`src/hdl/kmde_pkg.sv`:
```
// ---------------------------------------------------------------------------
// kmde_pkg: shared types and constants for the key matrix debouncer
// Column lane layout, history codes, event kinds and the serializer job.
// ---------------------------------------------------------------------------
package kmde_pkg;

    // Matrix geometry
    localparam int NUM_ROWS    = 8;
    localparam int NUM_COLUMNS = 8;
    localparam int LEVEL_BITS  = 8;
    localparam int LANE_COUNT  = (NUM_COLUMNS < LEVEL_BITS) ? NUM_COLUMNS : LEVEL_BITS;

    // Field widths
    localparam int ROW_W   = 3;
    localparam int COL_W   = 3;
    localparam int COUNT_W = 7;
    localparam int KIND_W  = 2;
    localparam int HIST_W  = 6;
    localparam int ROW_SLOTS = 1 << ROW_W;

    // History codes
    localparam logic [HIST_W-1:0]  HIST_PRESS   = 6'b011111;
    localparam logic [HIST_W-1:0]  HIST_RELEASE = 6'b100000;
    localparam logic [COUNT_W-1:0] TALLY_MAX    = 7'd127;

    // Bus widths
    localparam int S_DATA_W = 16;
    localparam int M_DATA_W = 16;

    typedef enum logic [KIND_W-1:0] {
        EV_PRESS         = 2'd0,
        EV_RELEASE       = 2'd1,
        EV_PRESS_COUNT   = 2'd2,
        EV_RELEASE_COUNT = 2'd3
    } event_kind_t;

    typedef logic [HIST_W-1:0] hist_t;

    // Per-lane detection flags
    typedef struct packed {
        logic press;
        logic release_ev;
    } lane_flags_t;

    // Work handed to the serializer for one item
    typedef struct packed {
        logic [ROW_W-1:0]      row;
        logic [LANE_COUNT-1:0] press_mask;
        logic [LANE_COUNT-1:0] release_mask;
        logic                  press_cnt_valid;
        logic [COUNT_W-1:0]    press_cnt;
        logic                  release_cnt_valid;
        logic [COUNT_W-1:0]    release_cnt;
    } job_t;

    // Number of set bits in a lane mask
    function automatic logic [COL_W:0] popcount(input logic [LANE_COUNT-1:0] mask);
        logic [COL_W:0] acc;
        acc = '0;
        for (int i = 0; i < LANE_COUNT; i++) begin
            acc = acc + (COL_W + 1)'(mask[i]);
        end
        return acc;
    endfunction

    // Add and clamp at TALLY_MAX
    function automatic logic [COUNT_W-1:0] tally_add(input logic [COUNT_W-1:0] tally,
                                                     input logic [COL_W:0]     inc);
        logic [COUNT_W:0] sum;
        sum = {1'b0, tally} + (COUNT_W + 1)'(inc);
        return (sum > {1'b0, TALLY_MAX}) ? TALLY_MAX : sum[COUNT_W-1:0];
    endfunction

endpackage

```
`src/hdl/kmde_lane.sv`:
```
// ---------------------------------------------------------------------------
// kmde_lane: one column of the debouncer
// Shifts the pressed level into the key history and flags press and
// release patterns.
// ---------------------------------------------------------------------------
module kmde_lane (
    input  kmde_pkg::hist_t       hist_old,
    input  logic                  level,      // raw pin, low = pressed
    output kmde_pkg::hist_t       hist_new,
    output kmde_pkg::lane_flags_t flags
);

    // Shift in the inverted pin level
    assign hist_new = {hist_old[kmde_pkg::HIST_W-2:0], ~level};

    // Pattern match
    assign flags.press      = (hist_new == kmde_pkg::HIST_PRESS);
    assign flags.release_ev = (hist_new == kmde_pkg::HIST_RELEASE);

endmodule

```
`src/hdl/kmde_merge.sv`:
```
// ---------------------------------------------------------------------------
// kmde_merge: event serializer
// Holds one item's lane results and emits them one per cycle unless stalled
// by m_tready, key events in column order, then count events, via an output register.
// ---------------------------------------------------------------------------
module kmde_merge (
    input  logic                 aclk,
    input  logic                 aresetn,
    input  kmde_pkg::job_t       job_in,
    input  logic                 load,
    output logic                 load_ready,
    output logic                 m_tvalid,
    input  logic                 m_tready,
    output logic [kmde_pkg::M_DATA_W-1:0] m_tdata,  // key_row, key_column, key_count, pad
    output logic [kmde_pkg::KIND_W-1:0]   m_tuser,  // event_kind
    output logic                 m_tlast            // run_last
);

    kmde_pkg::job_t job_reg, job_cleared;
    logic           busy_reg;

    logic                            m_valid_reg;
    logic [kmde_pkg::ROW_W-1:0]      out_row_reg;
    logic [kmde_pkg::COL_W-1:0]      out_col_reg;
    logic [kmde_pkg::COUNT_W-1:0]    out_count_reg;
    kmde_pkg::event_kind_t           out_kind_reg;
    logic                            out_last_reg;

    logic [kmde_pkg::LANE_COUNT-1:0] ev_mask;
    logic                            any_key;
    logic [kmde_pkg::COL_W-1:0]      sel_col;
    kmde_pkg::event_kind_t           sel_kind;
    logic [kmde_pkg::COUNT_W-1:0]    sel_count;
    logic                            remaining;
    logic                            emit_fire;
    logic                            job_any;

    // Lowest pending column
    assign ev_mask = job_reg.press_mask | job_reg.release_mask;
    assign any_key = |ev_mask;

    always_comb begin
        sel_col = '0;
        for (int i = kmde_pkg::LANE_COUNT - 1; i >= 0; i--) begin
            if (ev_mask[i]) begin
                sel_col = kmde_pkg::COL_W'(i);
            end
        end
    end

    // Pick the event and clear it from the job
    always_comb begin
        job_cleared = job_reg;
        sel_count   = '0;
        if (any_key) begin
            sel_kind = job_reg.press_mask[sel_col] ? kmde_pkg::EV_PRESS
                                                   : kmde_pkg::EV_RELEASE;
            job_cleared.press_mask[sel_col]   = 1'b0;
            job_cleared.release_mask[sel_col] = 1'b0;
        end else if (job_reg.press_cnt_valid) begin
            sel_kind  = kmde_pkg::EV_PRESS_COUNT;
            sel_count = job_reg.press_cnt;
            job_cleared.press_cnt_valid = 1'b0;
        end else begin
            sel_kind  = kmde_pkg::EV_RELEASE_COUNT;
            sel_count = job_reg.release_cnt;
            job_cleared.release_cnt_valid = 1'b0;
        end
        remaining = (|job_cleared.press_mask) | (|job_cleared.release_mask)
                  | job_cleared.press_cnt_valid | job_cleared.release_cnt_valid;
    end

    assign emit_fire  = busy_reg && (!m_valid_reg || m_tready);
    assign load_ready = !busy_reg || (emit_fire && !remaining);
    assign job_any    = (|job_in.press_mask) | (|job_in.release_mask)
                      | job_in.press_cnt_valid | job_in.release_cnt_valid;

    // Job register
    always_ff @(posedge aclk) begin
        if (!aresetn) begin
            busy_reg <= 1'b0;
        end else if (load) begin
            busy_reg <= job_any;
        end else if (emit_fire) begin
            busy_reg <= remaining;
        end
    end

    always_ff @(posedge aclk) begin
        if (load) begin
            job_reg <= job_in;
        end else if (emit_fire) begin
            job_reg <= job_cleared;
        end
    end

    // Output register
    always_ff @(posedge aclk) begin
        if (!aresetn) begin
            m_valid_reg <= 1'b0;
        end else if (emit_fire) begin
            m_valid_reg <= 1'b1;
        end else if (m_tready) begin
            m_valid_reg <= 1'b0;
        end
    end

    always_ff @(posedge aclk) begin
        if (emit_fire) begin
            out_kind_reg  <= sel_kind;
            out_row_reg   <= any_key ? job_reg.row : '0;
            out_col_reg   <= any_key ? sel_col : '0;
            out_count_reg <= sel_count;
            out_last_reg  <= !remaining;
        end
    end

    assign m_tvalid = m_valid_reg;
    assign m_tdata  = kmde_pkg::M_DATA_W'({out_count_reg, out_col_reg, out_row_reg});
    assign m_tuser  = out_kind_reg;
    assign m_tlast  = out_last_reg;

endmodule

```
`src/hdl/key_matrix_debounce_events.sv`:
```
// ---------------------------------------------------------------------------
// key_matrix_debounce_events: key matrix debouncer with press/release events
// Path: an item's first result passes the job register, then the output register.
// Throughput: one result per cycle unless m_tready stalls; a new item is accepted
// only as kmde_merge emits the last result of the previous one (up to ten per item).
// Reset: aresetn synchronous active low; all key histories cleared to
// released, tallies zeroed, no pending results.
// ---------------------------------------------------------------------------
module key_matrix_debounce_events (
    input  logic        aclk,
    input  logic        aresetn,
    input  logic        s_tvalid,
    output logic        s_tready,
    input  logic [kmde_pkg::S_DATA_W-1:0] s_tdata,  // row_index, column_levels, pad
    input  logic        s_tlast,                    // scan_end
    output logic        m_tvalid,
    input  logic        m_tready,
    output logic [kmde_pkg::M_DATA_W-1:0] m_tdata,  // key_row, key_column, key_count, pad
    output logic [kmde_pkg::KIND_W-1:0]   m_tuser,  // event_kind
    output logic        m_tlast                     // run_last
);

    logic [kmde_pkg::LANE_COUNT-1:0][kmde_pkg::HIST_W-1:0] history_reg [kmde_pkg::ROW_SLOTS];
    logic [kmde_pkg::COUNT_W-1:0] pressed_tally_reg, pressed_tally_next;
    logic [kmde_pkg::COUNT_W-1:0] released_tally_reg, released_tally_next;

    logic [kmde_pkg::ROW_W-1:0]      row_index;
    logic [kmde_pkg::LEVEL_BITS-1:0] column_levels;
    logic                            accept;
    logic                            row_ok;
    logic                            load_ready;

    kmde_pkg::hist_t       hist_old [kmde_pkg::LANE_COUNT];
    kmde_pkg::hist_t       hist_new [kmde_pkg::LANE_COUNT];
    kmde_pkg::lane_flags_t flags    [kmde_pkg::LANE_COUNT];
    logic [kmde_pkg::LANE_COUNT-1:0] press_mask, release_mask;
    kmde_pkg::job_t        job;

    assign row_index     = s_tdata[kmde_pkg::ROW_W-1:0];
    assign column_levels = s_tdata[kmde_pkg::ROW_W +: kmde_pkg::LEVEL_BITS];
    assign accept        = s_tvalid && load_ready;
    assign s_tready      = load_ready;
    assign row_ok        = (32'(row_index) < kmde_pkg::NUM_ROWS);

    // Column lanes
    for (genvar g = 0; g < kmde_pkg::LANE_COUNT; g++) begin : g_lane
        assign hist_old[g] = history_reg[row_index][g];
        kmde_lane u_lane (
            .hist_old (hist_old[g]),
            .level    (column_levels[g]),
            .hist_new (hist_new[g]),
            .flags    (flags[g])
        );
        assign press_mask[g]   = row_ok && flags[g].press;
        assign release_mask[g] = row_ok && flags[g].release_ev;
    end

    // History store write-back
    always_ff @(posedge aclk) begin
        if (!aresetn) begin
            for (int r = 0; r < kmde_pkg::ROW_SLOTS; r++) begin
                history_reg[r] <= '0;
            end
        end else if (accept && row_ok) begin
            for (int c = 0; c < kmde_pkg::LANE_COUNT; c++) begin
                history_reg[row_index][c] <= hist_new[c];
            end
        end
    end

    // Per-scan tallies and job assembly
    always_comb begin
        pressed_tally_next  = kmde_pkg::tally_add(pressed_tally_reg,
                                                  kmde_pkg::popcount(press_mask));
        released_tally_next = kmde_pkg::tally_add(released_tally_reg,
                                                  kmde_pkg::popcount(release_mask));
        job.row               = row_index;
        job.press_mask        = press_mask;
        job.release_mask      = release_mask;
        job.press_cnt         = pressed_tally_next;
        job.release_cnt       = released_tally_next;
        job.press_cnt_valid   = s_tlast && (pressed_tally_next != '0);
        job.release_cnt_valid = s_tlast && (released_tally_next != '0);
    end

    always_ff @(posedge aclk) begin
        if (!aresetn) begin
            pressed_tally_reg  <= '0;
            released_tally_reg <= '0;
        end else if (accept) begin
            pressed_tally_reg  <= s_tlast ? '0 : pressed_tally_next;
            released_tally_reg <= s_tlast ? '0 : released_tally_next;
        end
    end

    // Event serializer
    kmde_merge u_merge (
        .aclk       (aclk),
        .aresetn    (aresetn),
        .job_in     (job),
        .load       (accept),
        .load_ready (load_ready),
        .m_tvalid   (m_tvalid),
        .m_tready   (m_tready),
        .m_tdata    (m_tdata),
        .m_tuser    (m_tuser),
        .m_tlast    (m_tlast)
    );

endmodule
```
`config.mk`:
```
export PLATFORM = sky130hd
export DESIGN_NAME = key_matrix_debounce_events
export DESIGN_NICKNAME = d
export VERILOG_FILES = /design/src/hdl/kmde_pkg.sv /design/src/hdl/kmde_lane.sv /design/src/hdl/kmde_merge.sv /design/src/hdl/key_matrix_debounce_events.sv
export SDC_FILE = /design/constraint.sdc
export NUM_CORES = 1
export LEC_CHECK = 0
export ABC_AREA = 1
export BUFFER_PORTS_ARGS = -buffer_cell sky130_fd_sc_hd__buf_2
export CORE_MARGIN = 2
export CORE_UTILIZATION = 55
export DETAILED_ROUTE_END_ITERATION = 7
export HOLD_SLACK_MARGIN = 0.02
export PLACE_DENSITY = 0.7
export SYNTH_ARGS = -nofsm -noshare
export SYNTH_HDL_FRONTEND = slang
export SYNTH_SLANG_ARGS = --single-unit
```
`constraint.sdc`:
```
create_clock -name aclk -period 6.5 [get_ports aclk]
set_input_delay 1.3 -clock aclk [delete_from_list [all_inputs] [get_ports aclk]]
set_output_delay 1.3 -clock aclk [all_outputs]
set_load 0.02 [all_outputs]
```
==> flow_summary_export.csv, run 1 <==
group,metric,value,unit
die,start_util,0.554,
grt,grt_max_degree,63,
route,wl_per_cell,17.6,um
die,die_h,190,um
clock_tree,clock-sinks,387,
timing,rsz0062_at_grt,"false",
power,p_sw_frac,0.247,
clock_tree,cts-root-buf,"clkbuf_16",
layout,diodes,0,
worst_setup_path,cp.arrival,6.35,ns
timing,setup_viol,0,
worst_setup_path,required,6.90,ns
synth,synth_top_family_by_area,"simple AND/OR/NAND/NOR gates",
route,vias_per_cell,5.34,
power,total_power,5.72,mW
placement,routabilityCongestion,0.881,
route,drt_iter0_drc,1201,
grt,grt_pass1_wl,72.3,mm
power,internal_power,4.31,mW
route,dr.pass1.iters,5,
synth,synth_seq_cells,387,
timing,hold_viol,0,
timing,clock-skew-final,0.0190,ns
grt,track_usage,0.260,
worst_setup_path,cpPeakStageDelay,0.52,ns
synth,synthAdderAreaFrac,0.0185,
die,std_cell_rows,68,
power,seq_power_share,0.511,
job,drv_cap,0,
timing,fmax,168,MHz
hold_path,hp-class,"flop to flop",
worst_setup_path,worstSetupEndpointType,"flop",
placement,place_inst,2535,
grt,grt_antenna_before_repair,0,
worst_setup_path,worst_path_most_repeated_cell,"nand2_1",
clock_tree,insertion_delay,0.54,ns
die,die_area,36000,um^2
power,leakage,9.04,nW
timing,fin_crit,5.95,ns
route,finalWirelength,45.9,mm
synth,synthMuxAreaShare,0,
synth,syn_area,19000,um^2
synth,yosys_warnings,0,
power,p_switching,1.41,mW
timing,worst_pin_slew,0.950,ns
timing,tns,0,ns
synth,yosys.area_share.simple,0.285,
layout,fin_cells,2606,
synth,yosysUniqueCellTypes,34,
power,powerDensity,275,nW/um^2
clock_tree,clk_pin_slew,0.06,ns
timing,relSlewSlack,0.363,
power,ir_drop,0.203,mV
synth,syn-instance-count,2111,
route,via_count,13925,
worst_setup_path,crit_fanout,14,
synth,synth_compound_area_frac,0.0301,
route,drc,0,
die,dieWidth,190,um
layout,drive_gt1_frac,0.100,
power,combinationalPowerShare,0.103,
clock_tree,htreeDepth,2,
worst_setup_path,regToRegSetupSlack,1.43,ns
layout,largest_register_ffs,320,
power,pwr-share-clk,0.386,
clock_tree,clockBufferDepth,3,
timing,slew_violations,0,
clock_tree,cts_tree,"built",
layout,nets,2166,
synth,avgSynthCellArea,8.99,um^2
placement,numPortBuffers,33,
die,ios,42,
synth,yosysSeqAreaShare,0.604,
layout,area_growth,9.38,%
clock_tree,holdBufCountCts,0,
worst_setup_path,critPathLaunchType,"input pin",
worst_setup_path,path_class,"input pin to flop",
synth,synth_xor_area_frac,0.00323,
grt,grt_pass1_vias,13585,
placement,dp_hpwl,25.7,mm
clock_tree,cts_buffers,41,
grt,globalRouteOverflowTotal,0,
run_status,outcome,"completed",
die,core-area,34300,um^2
timing,period_share,0.915,
worst_setup_path,cp_slowest_cell,"fa_1",
route,route.antenna.remaining_nets,0,
-- Yosys cell counts --
| cell | number | share of area |
|---|---|---|
| edfxtp_1 | 371 | 0.59 |
| xor2_1 | 3 | 0.0014 |
| nor2_4 | 1 | 0.00059 |
| o21ai_0 | 39 | 0.010 |
| clkbuf_1 | 41 | 0.0081 |
| nand3b_1 | 3 | 0.0012 |
| nand3_1 | 34 | 0.0090 |
| nand4_1 | 8 | 0.0026 |
| o21bai_1 | 2 | 0.00079 |
| buf_4 | 3 | 0.0012 |
| or2_2 | 2 | 0.00066 |
| xnor2_1 | 4 | 0.0018 |
| fa_1 | 10 | 0.011 |
| o22ai_1 | 2 | 0.00066 |
| nor2_2 | 52 | 0.017 |
| nand2_2 | 2 | 0.00066 |
| buf_6 | 33 | 0.020 |
| clkinv_1 | 15 | 0.0030 |
| conb_1 | 1 | 0.00020 |
| dfxtp_1 | 16 | 0.017 |
| buf_1 | 28 | 0.0055 |
| nand3_2 | 1 | 0.00053 |
| nor3_1 | 4 | 0.0011 |
| a31oi_1 | 2 | 0.00066 |
| nand2_1 | 870 | 0.17 |
| inv_1 | 96 | 0.019 |
| a21oi_1 | 67 | 0.018 |
| nor3_4 | 1 | 0.00086 |
| inv_2 | 2 | 0.00040 |
| nand2_4 | 9 | 0.0053 |
| ha_1 | 12 | 0.0079 |
| buf_2 | 10 | 0.0026 |
| nor2_8 | 1 | 0.0011 |
| nor2_1 | 366 | 0.072 |
-- cell families (layout without fill, tap and decap cells) --
logic type,after synthesis,count (layout)
AOI/OAI and AO/OA,112,112
xor gates and xnor gates,7,7
adders and majority gates,22,22
buffers and inverters,228,266
DFF,387,387
other,1,3
and+or+nand+nor,1354,1354
-- per-layer routing --
layer,vias to the layer above,wire (um),GRT usage
met5,-,0,0
met4,0,1330,0.0966
li1,6737,-,-
met2,466,22600,0.449
met1,6619,19100,0.339
met3,103,2870,0.0308
-- layout by cell type (no fill, tap or decap), types with 11 or more instances in the layout --
cell       synthesis  routed
a21oi_1           67      67
buf_2             10      32
buf_4              3      42
clkbuf_1          41      11
clkbuf_16          0      43
clkinv_1          15      20
dfxtp_1           16      16
edfxtp_1         371     371
ha_1              12      12
inv_1             96      96
nand2_1          870     862
nand3_1           34      34
nor2_1           366     366
nor2_2            52      52
o21ai_0           39      37
-- layout make-up --
cell class	count	area (um^2)
clock inverter	14	91.3
multi-input combinational	1498	6420
sequential	387	11500
inverter	113	427
fill	2911	13500
clock buffer	57	1160
timing repair buffer	82	636
tap	455	569
-- timing repair --
action	CTS	global route
setup endpoints to repair	0	1
buffers inserted	0	0
gates resized for setup	0	1
-- worst paths after layout --
path | cells after the start | from | end
worst max-delay path | 31 | s_tdata[0] | u_merge.busy_reg$_SDFFE_PN0P_
worst min-delay path | 2 | released_tally_reg[3]$_SDFFE_PN0P_ | released_tally_reg[3]$_SDFFE_PN0P_
worst max register to register | 25 | history_reg[5][34]$_SDFFCE_PN0P_ | u_merge.busy_reg$_SDFFE_PN0P_
worst min register to register | 2 | released_tally_reg[3]$_SDFFE_PN0P_ | released_tally_reg[3]$_SDFFE_PN0P_
-- stage by stage --
step	setup slack [ns]	instance area, um^2	utilization	hold slack, ns
floorplan	0.418	19000	-	0.449
global placement	0.0179	19500	0.569	0.457
detailed placement	-0.104	19500	0.569	0.464
CTS	0.410	20800	0.606	0.473
global route	0.0206	20800	0.606	0.483
finish	0.550	20800	0.606	0.472
-- critical path, delay by kind of cell --
kind                     cells  cell delay, ns
adder cells (fa/ha/maj)      5            2.15
AND/OR/NAND/NOR             16            1.45
buffers and inverters        7            0.88
AO/OA/AOI/OAI                2            0.33
XOR/XNOR                     1            0.24
-- power by group through the flow --
stage                     Sequential, mW  Combinational, mW  Clock (mW)
after floorplan                     2.98              0.395           0
after global placement              2.97              0.576           0
after detailed placement            2.97              0.585           0
after CTS                           2.92              0.590        2.22
after global routing                2.93              0.660        2.33
final                               2.92              0.591        2.21
Note: power is estimated with default switching activity, not from simulation.
==> inputs of run 2 (changes only) <==
PLACE_DENSITY = 0.82   (was 0.7)
==> flow_summary_export.csv, run 2 (synthesis results as in run 1) <==
group,metric,value,unit
timing,relSlewSlack,0.0991,
grt,grt_pass1_wl,74.0,mm
grt,grt_antenna_before_repair,0,
job,drv_cap,0,
die,die_h,190,um
worst_setup_path,critPathLaunchType,"input pin",
run_status,outcome,"completed",
timing,tns,0,ns
placement,numPortBuffers,33,
grt,grt_max_degree,53,
layout,area_growth,9.42,%
layout,fin_util,0.606,
timing,setup_slack,0.454,ns
placement,dp_hpwl,26.8,mm
worst_setup_path,cp.arrival,6.45,ns
clock_tree,htreeDepth,2,
grt,grt_pass1_vias,14534,
timing,fin_crit,6.05,ns
placement,routabilityCongestion,0.899,
clock_tree,clk_pin_slew,0.05,ns
layout,largest_register_ffs,320,
clock_tree,clock-sinks,387,
die,start_util,0.554,
route,drt_iter0_drc,1600,
route,via_count,14630,
grt,track_usage,0.264,
worst_setup_path,cp_slowest_cell,"fa_1",
timing,hold_viol,0,
clock_tree,holdBufCountCts,0,
worst_setup_path,critPathBufInv,6,
worst_setup_path,path_class,"input pin to flop",
die,ios,42,
die,std_cell_rows,68,
timing,rsz0062_at_grt,"false",
layout,final_common_cell,"nand2_1",
placement,place_inst,2543,
timing,worst_pin_slew,1.35,ns
clock_tree,insertion_delay,0.54,ns
power,total_power,5.70,mW
timing,clock-skew-final,0.0163,ns
die,core-area,34300,um^2
layout,layout_common_cells,"nand2_1, edfxtp_1, nor2_1",
layout,nets,2174,
route,wl_per_cell,17.9,um
worst_setup_path,critPathTopFamily,"adder cells",
worst_setup_path,required,6.90,ns
clock_tree,cts-root-buf,"clkbuf_16",
clock_tree,clockBufferDepth,3,
route,route.antenna.remaining_nets,0,
die,dieWidth,190,um
timing,hold_slack,0.480,ns
timing,slew_violations,0,
placement,place_ws,-0.0587,ns
timing,fmax,165,MHz
power,ir_drop,0.222,mV
hold_path,hp-class,"flop to flop",
die,die_area,36000,um^2
timing,setup_viol,0,
worst_setup_path,worst_path_most_repeated_cell,"nand2_1",
route,finalWirelength,46.9,mm
route,drc,0,
clock_tree,cts_tree,"built",
placement,placed_cell_area,19500,um^2
layout,drive_gt1_frac,0.102,
worst_setup_path,crit_fanout,25,
power,powerDensity,274,nW/um^2
layout,final_area,20800,um^2
worst_setup_path,worstSetupEndpointType,"flop",
clock_tree,cts.repair.resized,0,
timing,period_share,0.930,
layout,fillCellCount,2651,
route,vias_per_cell,5.59,
route,dr.pass1.iters,6,
layout,fin_cells,2618,
clock_tree,cts_buffers,41,
worst_setup_path,cpPeakStageDelay,0.55,ns
grt,globalRouteOverflowTotal,0,
clock_tree,post_cts_buffers,0,
power,leakage,9.05,nW
==> run 2: cell count changes in the layout (fill, tap and decap cells not counted), sizes merged <==
cell / delta
clkinv: +2
buf: +8
diode: +1
clkbuf: +1
==> run 2: layer usage <==
metal | global-route usage | part of all wire | vias to the layer above
li1 | - | - | 6771
met1 | 0.325 | 0.37 | 6886
met2 | 0.453 | 0.49 | 783
met3 | 0.0395 | 0.090 | 190
met4 | 0.140 | 0.045 | 0
met5 | 0 | 0 | -
==> run 2: layout make-up <==
type                       instances  area, um^2  share of cell area
sequential                       387       11500               0.552
multi-input combinational       1498        6420               0.309
clock buffer                      58        1130              0.0545
timing repair buffer              90         658              0.0317
tap                              455         569              0.0274
inverter                         113         427              0.0205
clock inverter                    16        98.8             0.00476
antenna                            1        2.50            0.000120
==> run 2: worst register-to-register path, cell delays in order, from the launching register on <==
cell and delay (ns):
edfxtp_1 0.38, nand2_1 0.10, a21oi_1 0.08, o21ai_0 0.30, a21oi_1 0.11, nand3_1 0.19
inv_1 0.12, fa_1 0.51, inv_1 0.06, fa_1 0.51, fa_1 0.51, inv_1 0.09
fa_1 0.21, inv_1 0.06, fa_1 0.42, o21ai_0 0.36, xor2_1 0.23, nand2_1 0.07
nor2_1 0.09, nand4_1 0.09, nand2_1 0.15, nand3_1 0.09, nor2_1 0.13, nand4_1 0.11
nand2_1 0.07, a21oi_1 0.05
==> run 2: final timing paths <==
path	from	endpoint	slack (ns)	cells past startpoint
setup / recovery	s_tdata[1]	u_merge.busy_reg$_SDFFE_PN0P_	0.45	26
hold / removal	released_tally_reg[2]$_SDFFE_PN0P_	released_tally_reg[2]$_SDFFE_PN0P_	0.48	2
setup reg to reg	history_reg[4][34]$_SDFFCE_PN0P_	u_merge.busy_reg$_SDFFE_PN0P_	1.29	25
hold reg to reg	released_tally_reg[2]$_SDFFE_PN0P_	released_tally_reg[2]$_SDFFE_PN0P_	0.48	2
==> run 2: power breakdown <==
group	switching, mW	internal, mW
Sequential	0.0495	2.87
Combinational	0.444	0.153
Clock	0.928	1.25
